--- src/hdl/flbui_pkg.sv ---
// types and constants shared by the flashlight ui controller files
package flbui_pkg;

    // event codes
    localparam logic [3:0] EV_PRESS1     = 4'd0;
    localparam logic [3:0] EV_RELEASE1   = 4'd1;
    localparam logic [3:0] EV_CLICK      = 4'd2;
    localparam logic [3:0] EV_PRESS2     = 4'd3;
    localparam logic [3:0] EV_CLICK2     = 4'd4;
    localparam logic [3:0] EV_CLICK3     = 4'd5;
    localparam logic [3:0] EV_CLICK4     = 4'd6;
    localparam logic [3:0] EV_HOLD       = 4'd7;
    localparam logic [3:0] EV_HOLD_REL   = 4'd8;
    localparam logic [3:0] EV_CLICK_HOLD = 4'd9;
    localparam logic [3:0] EV_HOT        = 4'd10;
    localparam logic [3:0] EV_COOL       = 4'd11;
    localparam logic [3:0] EV_LOW_VOLT   = 4'd12;

    // ui modes
    localparam logic [2:0] UI_OFF    = 3'd0;
    localparam logic [2:0] UI_STEADY = 3'd1;
    localparam logic [2:0] UI_STROBE = 3'd2;
    localparam logic [2:0] UI_BATT   = 3'd3;
    localparam logic [2:0] UI_TEMP   = 3'd4;

    // blink codes
    localparam logic [1:0] BLINK_NONE  = 2'd0;
    localparam logic [1:0] BLINK_SHORT = 2'd1;
    localparam logic [1:0] BLINK_LONG  = 2'd2;

    // register indexes
    localparam logic REG_BRIGHT_THRESHOLD = 1'b0;
    localparam logic REG_HOLD_DELAY       = 1'b1;

    // reset values
    localparam logic [7:0] RST_BRIGHT_THRESHOLD = 8'd65;
    localparam logic [7:0] RST_HOLD_DELAY       = 8'd24;
    localparam logic [7:0] RST_STROBE_WAIT      = 8'd67;
    localparam logic [7:0] STROBE_WAIT_MIN      = 8'd8;
    localparam logic [7:0] STROBE_WAIT_MAX      = 8'd255;

    localparam int ARG_W = 16;

    typedef struct packed {
        logic [3:0]       mode;
        logic [ARG_W-1:0] arg;
    } t_in;

    typedef struct packed {
        logic [7:0] level;
        logic [2:0] ui_mode;
        logic       handled;
        logic [1:0] blink;
        logic       strobe_kind;
        logic [7:0] strobe_period;
    } t_out;

endpackage

--- src/hdl/flashlight_button_ui_controller_top.sv ---
// one-button flashlight ui mode machine with a bit-serial remainder unit
// an accepted event runs a serial remainder of arg by the ramp step, one bit per cycle,
// then updates state and loads the result register once the previous result has gone
// a new event is taken only after the last one has been committed
// reset: synchronous, active low; modes, levels, strobe settings and registers
// return to their power-on values and both channels empty
module flashlight_button_ui_controller_top
    import flbui_pkg::*;
#(
    parameter int MAX_BRIGHT = 150
) (
    input  logic       i_clk,
    input  logic       i_rst_n,
    // event channel
    input  logic       i_in_valid,
    output logic       o_in_stall,
    input  t_in        i_in_data,
    // result channel
    output logic       o_out_valid,
    input  logic       i_out_stall,
    output t_out       o_out_data,
    // configuration writes
    input  logic       i_cfg_we,
    input  logic       i_cfg_idx,
    input  logic [7:0] i_cfg_wdata
);

    localparam logic [7:0] MAX_LVL  = 8'(MAX_BRIGHT);
    localparam logic [7:0] LVL_DIV6 = 8'(MAX_BRIGHT / 6);
    localparam logic [7:0] LVL_DIV4 = 8'(MAX_BRIGHT / 4);
    localparam int         CNT_W    = $clog2(ARG_W);

    typedef enum logic [1:0] {
        S_IDLE,
        S_DIV,
        S_EXEC
    } t_state;

    t_state r_state;

    // sequencer and remainder unit
    logic [CNT_W-1:0] r_cnt;
    logic [ARG_W-1:0] r_shift;
    logic [7:0]       r_rem;
    t_in              r_in;

    // configuration registers
    logic [7:0] r_thr;
    logic [7:0] r_hold;

    // ui state
    logic [2:0] r_ui;
    logic [7:0] r_cur;
    logic [7:0] r_remem;
    logic [7:0] r_tt;
    logic [7:0] r_ramp;
    logic [7:0] r_sw;
    logic       r_ss;

    // result register
    logic r_out_valid;
    t_out r_out;

    // next values
    logic [2:0] n_ui;
    logic [7:0] n_cur;
    logic [7:0] n_remem;
    logic [7:0] n_tt;
    logic [7:0] n_ramp;
    logic [7:0] n_sw;
    logic       n_ss;
    logic       n_handled;
    logic [1:0] n_blink;

    logic [7:0] step;
    logic [8:0] rem_sh;
    logic [7:0] n_rem;
    logic       out_free;

    // steady entry and switch-off requests from the event decode
    logic       go_steady;
    logic [7:0] steady_lvl;
    logic       go_off;

    // arithmetic helpers
    logic [8:0]       up_sum;
    logic [7:0]       nl_ramp;
    logic [ARG_W:0]   hot_diff;
    logic [7:0]       nl_hot;
    logic [ARG_W:0]   cool_sum;
    logic [7:0]       nl_cool;

    assign step = (r_ramp == 8'd0) ? 8'd1 : r_ramp;

    // one restoring remainder step: shift in the next arg bit, subtract if it fits
    always_comb begin
        rem_sh = {r_rem, r_shift[ARG_W-1]};
        if (rem_sh >= {1'b0, step}) begin
            n_rem = 8'(rem_sh - {1'b0, step});
        end else begin
            n_rem = rem_sh[7:0];
        end
    end

    // the result register may be loaded when empty or being drained
    assign out_free = !r_out_valid || !i_out_stall;

    always_comb begin
        // ramp up saturates at the top level, ramp down stops at the lowest
        up_sum = {1'b0, r_cur} + {1'b0, step};
        if (r_in.mode == EV_HOLD) begin
            nl_ramp = (up_sum < {1'b0, MAX_LVL}) ? up_sum[7:0] : MAX_LVL;
        end else begin
            nl_ramp = (r_cur > step) ? 8'(r_cur - step) : 8'd1;
        end

        // thermal step-down saturates at zero then clamps to a quarter of full
        if ({{(ARG_W-8){1'b0}}, r_cur} > r_in.arg) begin
            hot_diff = {{(ARG_W-7){1'b0}}, r_cur} - {1'b0, r_in.arg};
        end else begin
            hot_diff = '0;
        end
        nl_hot = (hot_diff[7:0] < LVL_DIV4) ? LVL_DIV4 : hot_diff[7:0];

        // thermal step-up by half the amount, capped at the target
        cool_sum = {{(ARG_W-7){1'b0}}, r_cur} + {2'b00, r_in.arg[ARG_W-1:1]};
        nl_cool  = (cool_sum > {{(ARG_W-7){1'b0}}, r_tt}) ? r_tt : cool_sum[7:0];
    end

    // event decode per mode
    always_comb begin
        n_ui       = r_ui;
        n_cur      = r_cur;
        n_remem    = r_remem;
        n_tt       = r_tt;
        n_ramp     = r_ramp;
        n_sw       = r_sw;
        n_ss       = r_ss;
        n_handled  = 1'b0;
        n_blink    = BLINK_NONE;
        go_steady  = 1'b0;
        steady_lvl = '0;
        go_off     = 1'b0;

        if (r_in.mode == EV_LOW_VOLT) begin
            // low voltage is taken in every mode
            n_handled = 1'b1;
            if (r_ui == UI_STROBE) begin
                go_steady  = 1'b1;
                steady_lvl = LVL_DIV6;
            end else if (r_ui == UI_STEADY) begin
                if (r_cur > 8'd1) begin
                    n_cur = {1'b0, r_cur[7:1]};
                end else begin
                    go_off = 1'b1;
                end
            end else begin
                go_off = 1'b1;
            end
        end else begin
            unique case (r_ui)
                UI_OFF: begin
                    n_handled = 1'b1;
                    case (r_in.mode)
                        EV_PRESS1:   n_cur = 8'd1;
                        EV_RELEASE1: n_cur = r_remem;
                        EV_CLICK: begin
                            go_steady  = 1'b1;
                            steady_lvl = r_remem;
                        end
                        EV_PRESS2:   n_cur = 8'd0;
                        EV_CLICK2, EV_CLICK_HOLD: begin
                            go_steady  = 1'b1;
                            steady_lvl = MAX_LVL;
                        end
                        EV_CLICK3:   n_ui = UI_STROBE;
                        EV_CLICK4:   n_ui = UI_BATT;
                        EV_HOLD: begin
                            if (r_in.arg >= {{(ARG_W-8){1'b0}}, r_hold}) begin
                                go_steady  = 1'b1;
                                steady_lvl = 8'd1;
                            end
                        end
                        EV_HOLD_REL: begin
                            go_steady  = 1'b1;
                            steady_lvl = 8'd1;
                        end
                        default:     n_handled = 1'b0;
                    endcase
                end
                UI_STEADY: begin
                    n_handled = 1'b1;
                    case (r_in.mode) inside
                        EV_CLICK:  go_off = 1'b1;
                        EV_CLICK2: begin
                            if (r_cur < MAX_LVL) begin
                                n_remem = r_cur;
                                n_tt    = MAX_LVL;
                                n_cur   = MAX_LVL;
                            end else begin
                                n_tt  = r_remem;
                                n_cur = r_remem;
                            end
                        end
                        EV_CLICK3: n_ui = UI_STROBE;
                        EV_CLICK4: begin
                            // toggle smooth and stepped ramping
                            n_ramp  = (r_ramp == 8'd1) ? LVL_DIV6 : 8'd1;
                            n_blink = BLINK_LONG;
                            n_cur   = r_remem;
                        end
                        EV_HOLD, EV_CLICK_HOLD: begin
                            // ramp only on ticks that are a multiple of the step
                            if (r_rem == 8'd0) begin
                                n_remem = nl_ramp;
                                n_tt    = nl_ramp;
                                n_cur   = nl_ramp;
                                if (nl_ramp != r_cur &&
                                    (nl_ramp == r_thr ||
                                     nl_ramp == ((r_in.mode == EV_HOLD) ? MAX_LVL : 8'd1))) begin
                                    n_blink = BLINK_SHORT;
                                end
                            end
                        end
                        EV_HOT: begin
                            if (r_cur > LVL_DIV4) begin
                                n_cur = nl_hot;
                            end
                        end
                        EV_COOL: begin
                            if (r_cur < r_tt) begin
                                n_cur = nl_cool;
                            end
                        end
                        default:   n_handled = 1'b0;
                    endcase
                end
                UI_STROBE: begin
                    n_handled = 1'b1;
                    case (r_in.mode)
                        EV_CLICK:  go_off = 1'b1;
                        EV_CLICK2: n_ss = ~r_ss;
                        EV_CLICK3: begin
                            go_steady  = 1'b1;
                            steady_lvl = r_remem;
                        end
                        EV_HOLD: begin
                            if (!r_in.arg[0] && r_sw > STROBE_WAIT_MIN) begin
                                n_sw = r_sw - 8'd1;
                            end
                        end
                        EV_CLICK_HOLD: begin
                            if (!r_in.arg[0] && r_sw < STROBE_WAIT_MAX) begin
                                n_sw = r_sw + 8'd1;
                            end
                        end
                        default:   n_handled = 1'b0;
                    endcase
                end
                UI_BATT: begin
                    if (r_in.mode == EV_CLICK) begin
                        go_off    = 1'b1;
                        n_handled = 1'b1;
                    end else if (r_in.mode == EV_CLICK2) begin
                        n_ui      = UI_TEMP;
                        n_handled = 1'b1;
                    end
                end
                UI_TEMP: begin
                    if (r_in.mode == EV_CLICK) begin
                        go_off    = 1'b1;
                        n_handled = 1'b1;
                    end
                end
                default: go_off = 1'b1;
            endcase
        end

        if (go_off) begin
            n_ui  = UI_OFF;
            n_cur = 8'd0;
        end
        if (go_steady) begin
            n_ui = UI_STEADY;
            if (steady_lvl > 8'd1 && steady_lvl < MAX_LVL) begin
                n_remem = steady_lvl;
            end
            n_tt  = steady_lvl;
            n_cur = steady_lvl;
        end
    end

    // sequencer, ui state and result register
    always_ff @(posedge i_clk) begin
        if (!i_rst_n) begin
            r_state     <= S_IDLE;
            r_cnt       <= '0;
            r_thr       <= RST_BRIGHT_THRESHOLD;
            r_hold      <= RST_HOLD_DELAY;
            r_ui        <= UI_OFF;
            r_cur       <= 8'd0;
            r_remem     <= RST_BRIGHT_THRESHOLD;
            r_tt        <= 8'd0;
            r_ramp      <= 8'd1;
            r_sw        <= RST_STROBE_WAIT;
            r_ss        <= 1'b0;
            r_out_valid <= 1'b0;
        end else begin
            if (i_cfg_we) begin
                if (i_cfg_idx == REG_BRIGHT_THRESHOLD) begin
                    r_thr <= i_cfg_wdata;
                end else begin
                    r_hold <= i_cfg_wdata;
                end
            end

            // result leaves on a transfer, unless a new one is loaded in its place
            if (r_out_valid && !i_out_stall && r_state != S_EXEC) begin
                r_out_valid <= 1'b0;
            end

            unique case (r_state)
                S_IDLE: begin
                    if (i_in_valid) begin
                        r_in    <= i_in_data;
                        r_shift <= i_in_data.arg;
                        r_rem   <= '0;
                        r_cnt   <= '0;
                        r_state <= S_DIV;
                    end
                end
                S_DIV: begin
                    r_rem   <= n_rem;
                    r_shift <= {r_shift[ARG_W-2:0], 1'b0};
                    r_cnt   <= r_cnt + 1'b1;
                    if (r_cnt == CNT_W'(ARG_W - 1)) begin
                        r_state <= S_EXEC;
                    end
                end
                S_EXEC: begin
                    // commit only once the previous result has gone
                    if (out_free) begin
                        r_ui    <= n_ui;
                        r_cur   <= n_cur;
                        r_remem <= n_remem;
                        r_tt    <= n_tt;
                        r_ramp  <= n_ramp;
                        r_sw    <= n_sw;
                        r_ss    <= n_ss;

                        r_out.level         <= n_cur;
                        r_out.ui_mode       <= n_ui;
                        r_out.handled       <= n_handled;
                        r_out.blink         <= n_blink;
                        r_out.strobe_kind   <= n_ss;
                        r_out.strobe_period <= n_sw;
                        r_out_valid         <= 1'b1;
                        r_state             <= S_IDLE;
                    end
                end
                default: r_state <= S_IDLE;
            endcase
        end
    end

    // ready only between events
    assign o_in_stall  = (r_state != S_IDLE);
    assign o_out_valid = r_out_valid;
    assign o_out_data  = r_out;

endmodule

--- config.mk ---
export PLATFORM = sky130hd
export DESIGN_NAME = flashlight_button_ui_controller_top
export DESIGN_NICKNAME = d
export VERILOG_FILES = /design/src/hdl/flbui_pkg.sv /design/src/hdl/flashlight_button_ui_controller_top.sv
export SDC_FILE = /design/constraint.sdc
export NUM_CORES = 1
export LEC_CHECK = 0
export BUFFER_PORTS_ARGS = -buffer_cell sky130_fd_sc_hd__buf_2
export CORE_MARGIN = 3
export CORE_UTILIZATION = 50
export CTS_BUF_LIST = sky130_fd_sc_hd__clkbuf_16
export DETAILED_ROUTE_END_ITERATION = 6
export HOLD_SLACK_MARGIN = 0.1
export PLACE_DENSITY = 0.63
export SLEW_MARGIN = 20
export SYNTH_ARGS = -nofsm -noshare
export SYNTH_HDL_FRONTEND = slang
export SYNTH_SLANG_ARGS = --single-unit
--- constraint.sdc ---
create_clock -name i_clk -period 5.4 [get_ports i_clk]
set_input_delay 0.81 -clock i_clk [delete_from_list [all_inputs] [get_ports i_clk]]
set_output_delay 0.81 -clock i_clk [all_outputs]
set_load 0.005 [all_outputs]
==> impl_metrics.py <==
metrics = {
    "status": {
        "status": "complete, but fails checks",
        "violations": "DRC",
    },
    "placed_design": {
        "gp_congestion": 1.00,
        "portBuffers": 58,
        "place_ws_ps": 488,
        "hpwl_um": 28000,
    },
    "logic_synthesis": {
        "seq_area_frac_synth_pct": 30.8,
        "synth-seq-cells": 127,
        "post-synth-top-count-cell": "nand2_1",
        "synthTopCellsByArea": "edfxtp_1 (19%), dfxtp_1 (12%), nand2_1 (6.6%)",
        "yosysTopAreaCell": "edfxtp_1",
        "synth-edff-count": 67,
        "ys_types": 101,
        "ys_async_sr_fraction_pct": 0,
        "synth_commonest_cells": "nand2_1 (184), nor2_1 (105), a21oi_1 (96)",
        "yosys_warnings": 0,
        "ys.flop_type": "edfxtp_1",
        "synth_top_area_share_pct": 19.3,
        "syn-cell-area_sq_um": 10400,
        "avgSynthCellArea_sq_um": 8.03,
        "syn_nets": 1387,
        "syn-instance-count": 1297,
    },
    "worst_setup_path": {
        "path_max_fanout": 10,
        "endpoint_kind": "flop",
        "cp.arrival_ps": 5150,
        "criticalPathCategory": "reg -> reg",
        "cp-start-kind": "flop",
        "required_ps": 5540,
    },
    "sta": {
        "setup-violations-final": 0,
        "hold_viol": 0,
        "slew_violations": 0,
        "period_needed_ps": 5010,
        "whs_ps": 461,
        "tns_ps": 0,
        "clock_skew_ps": 14.4,
        "setup_slack_ps": 394,
        "relSlewSlack_pct": 32.4,
        "worst_slew_pin_slew_ps": 1010,
        "post-route-period-util_pct": 92.7,
        "rsz0062_at_grt": "no",
        "fmax_mhz": 200,
    },
    "clock_tree": {
        "numCtsBuffers": 17,
        "clk_latency_ps": 430,
        "cts_sinks": 127,
        "cts_setup_buffers": 0,
        "cts_hold_buf": 0,
        "cts_resized": 0,
        "clkSlewWorstSetupHoldPaths_ps": 70,
        "cts_tree": "built",
        "clockBufferDepth": 2,
        "clock-root-buffer": "clkbuf_16",
        "cts.htree.levels": 4,
    },
    "grt": {
        "grt_pass1_vias": 9873,
        "grt_antenna_before_repair": 0,
        "grt_pass1_wl_um": 58400,
        "grt_util_all_layers_pct": 34.0,
        "grt_max_degree": 40,
        "grt-ovfl-total": 0,
    },
    "die": {
        "core_sq_um": 20400,
        "start_util_pct": 51.2,
        "pin_count": 59,
        "fp.dieW_um": 150,
        "die-area_sq_um": 22600,
        "die_y_um": 150,
        "core.rowCount": 52,
    },
    "pwr": {
        "powerDensity_nw_per_um2": 218,
        "vdd_ir_drop_max_mv": 0.208,
        "power.leakage_nw": 4.54,
    },
    "layout": {
        "syn2layout_area_growth_pct": 10.8,
        "nets": 1410,
        "drive_gt1_share_pct": 12.9,
        "antenna_cells": 0,
        "fillCellCount": 1896,
    },
    "routing": {
        "drt_first_pass_iters": 7,
        "drc": 1,
        "ant_nets": 0,
        "routed-via-count": 10601,
        "viasPerCell": 6.61,
        "drt_iter0_markers": 1345,
        "routedWlPerCell_um": 24.0,
        "routed_wirelength_um": 38500,
    },
    "min_path": {
        "min_path_type": "reg -> reg",
    },
    "job": {
        "cap_violations": 0,
    },
}
state kept, by name (all words and copies together), names as in the netlist, 8 cells and up:
signal and count:
r_shift 16, r_rem 8, r_thr 8, r_cur 8
r_hold 8, r_tt 8, o_out_data 23, r_remem 8
r_sw 8, r_in 20
cell usage in the layout, fill, tap and decap left out, drive strengths merged, types with 8 or more instances in the layout:
| cell type | instances |
|---|---|
| and3 | 9 |
| a21oi | 98 |
| ha | 54 |
| o31ai | 10 |
| nand2b | 23 |
| mux2i | 14 |
| xnor2 | 24 |
| nand2 | 184 |
| o21a | 13 |
| a31oi | 25 |
| nor3 | 29 |
| and2 | 9 |
| nor2 | 106 |
| nand3 | 38 |
| edfxtp | 67 |
| a211oi | 21 |
| a21o | 22 |
| o211ai | 31 |
| o221ai | 15 |
| a32oi | 8 |
| clkbuf | 17 |
| buf | 91 |
| a211o | 10 |
| o21ai | 86 |
| dfxtp | 60 |
| a221oi | 9 |
| xor2 | 15 |
| inv | 64 |
| nand4 | 13 |
| nor4 | 13 |
| o22ai | 14 |
| nor2b | 14 |
stage by stage:
step                area, sq um  power, W  cells  util (%)
global placement          10900   0.00132   1571      53.7
CTS                       11500   0.00252   1603      56.7
floorplan                 10400   0.00124   1297         -
global route              11500   0.00259   1603      56.7
detailed placement        10900   0.00132   1571      53.7
finish                    11500   0.00252   1603      56.7
worst paths after layout:
kind	cells after the start	endpoint	start	slack [ps]
max	18	o_out_data[15]	r_in[4]	390
min	2	r_hold[6]	r_hold[6]	460
max reg2reg	18	o_out_data[15]	r_in[4]	390
min reg2reg	2	r_hold[6]	r_hold[6]	460
cells by family (layout without fill, tap and decap cells):
group,count (synthesis),after routing,share of synthesized area (%)
AND/OR/NAND/NOR,482,482,22.3
AO/OA/AOI/OAI,433,433,29.1
buffers and inverters,141,177,5.70
flip-flops,127,127,30.8
adder cells (fa/ha/maj),57,57,6.97
XOR/XNOR,39,39,3.28
multiplexers,18,18,1.78
layer usage:
metal / vias up / part of all wire (%) / GRT usage, %
li1: 4888 / - / -
met1: 4987 / 43 / 48.4
met2: 615 / 43 / 50.3
met3: 111 / 11 / 6.59
met4: 0 / 4.1 / 14.2
met5: - / 0 / 0
cell type report:
| cell class | instances | area [sq um] | area share [%] |
|---|---|---|---|
| clock inverter | 15 | 188 | 1.63 |
| sequential | 127 | 3210 | 27.8 |
| clock buffer | 17 | 425 | 3.68 |
| timing repair buffer | 91 | 538 | 4.66 |
| tap | 270 | 338 | 2.93 |
| inverter | 54 | 203 | 1.76 |
| multi-input combinational | 1029 | 6640 | 57.5 |
worst max-delay path: stages, from the launching register on:
cell and delay (ps):
edfxtp_1 430, ha_1 390, a21o_1 200, a21oi_1 210, nand2_1 130, a21o_1 190, a21oi_1 160, xnor2_1 110
ha_1 320, and4_1 260, nand4_1 120, a311o_1 320, nor4_1 430, and2_1 190, buf_4 180, mux2_2 350
a211o_1 300, a221oi_1 330, o21ai_1 90
power breakdown:
part           switching [W]  internal (W)  leakage (nW)
combinational       0.000155     0.0000851          3.12
clock               0.000542      0.000669         0.301
sequential         0.0000208       0.00104          1.11
(Power assumes the default switching activity.)
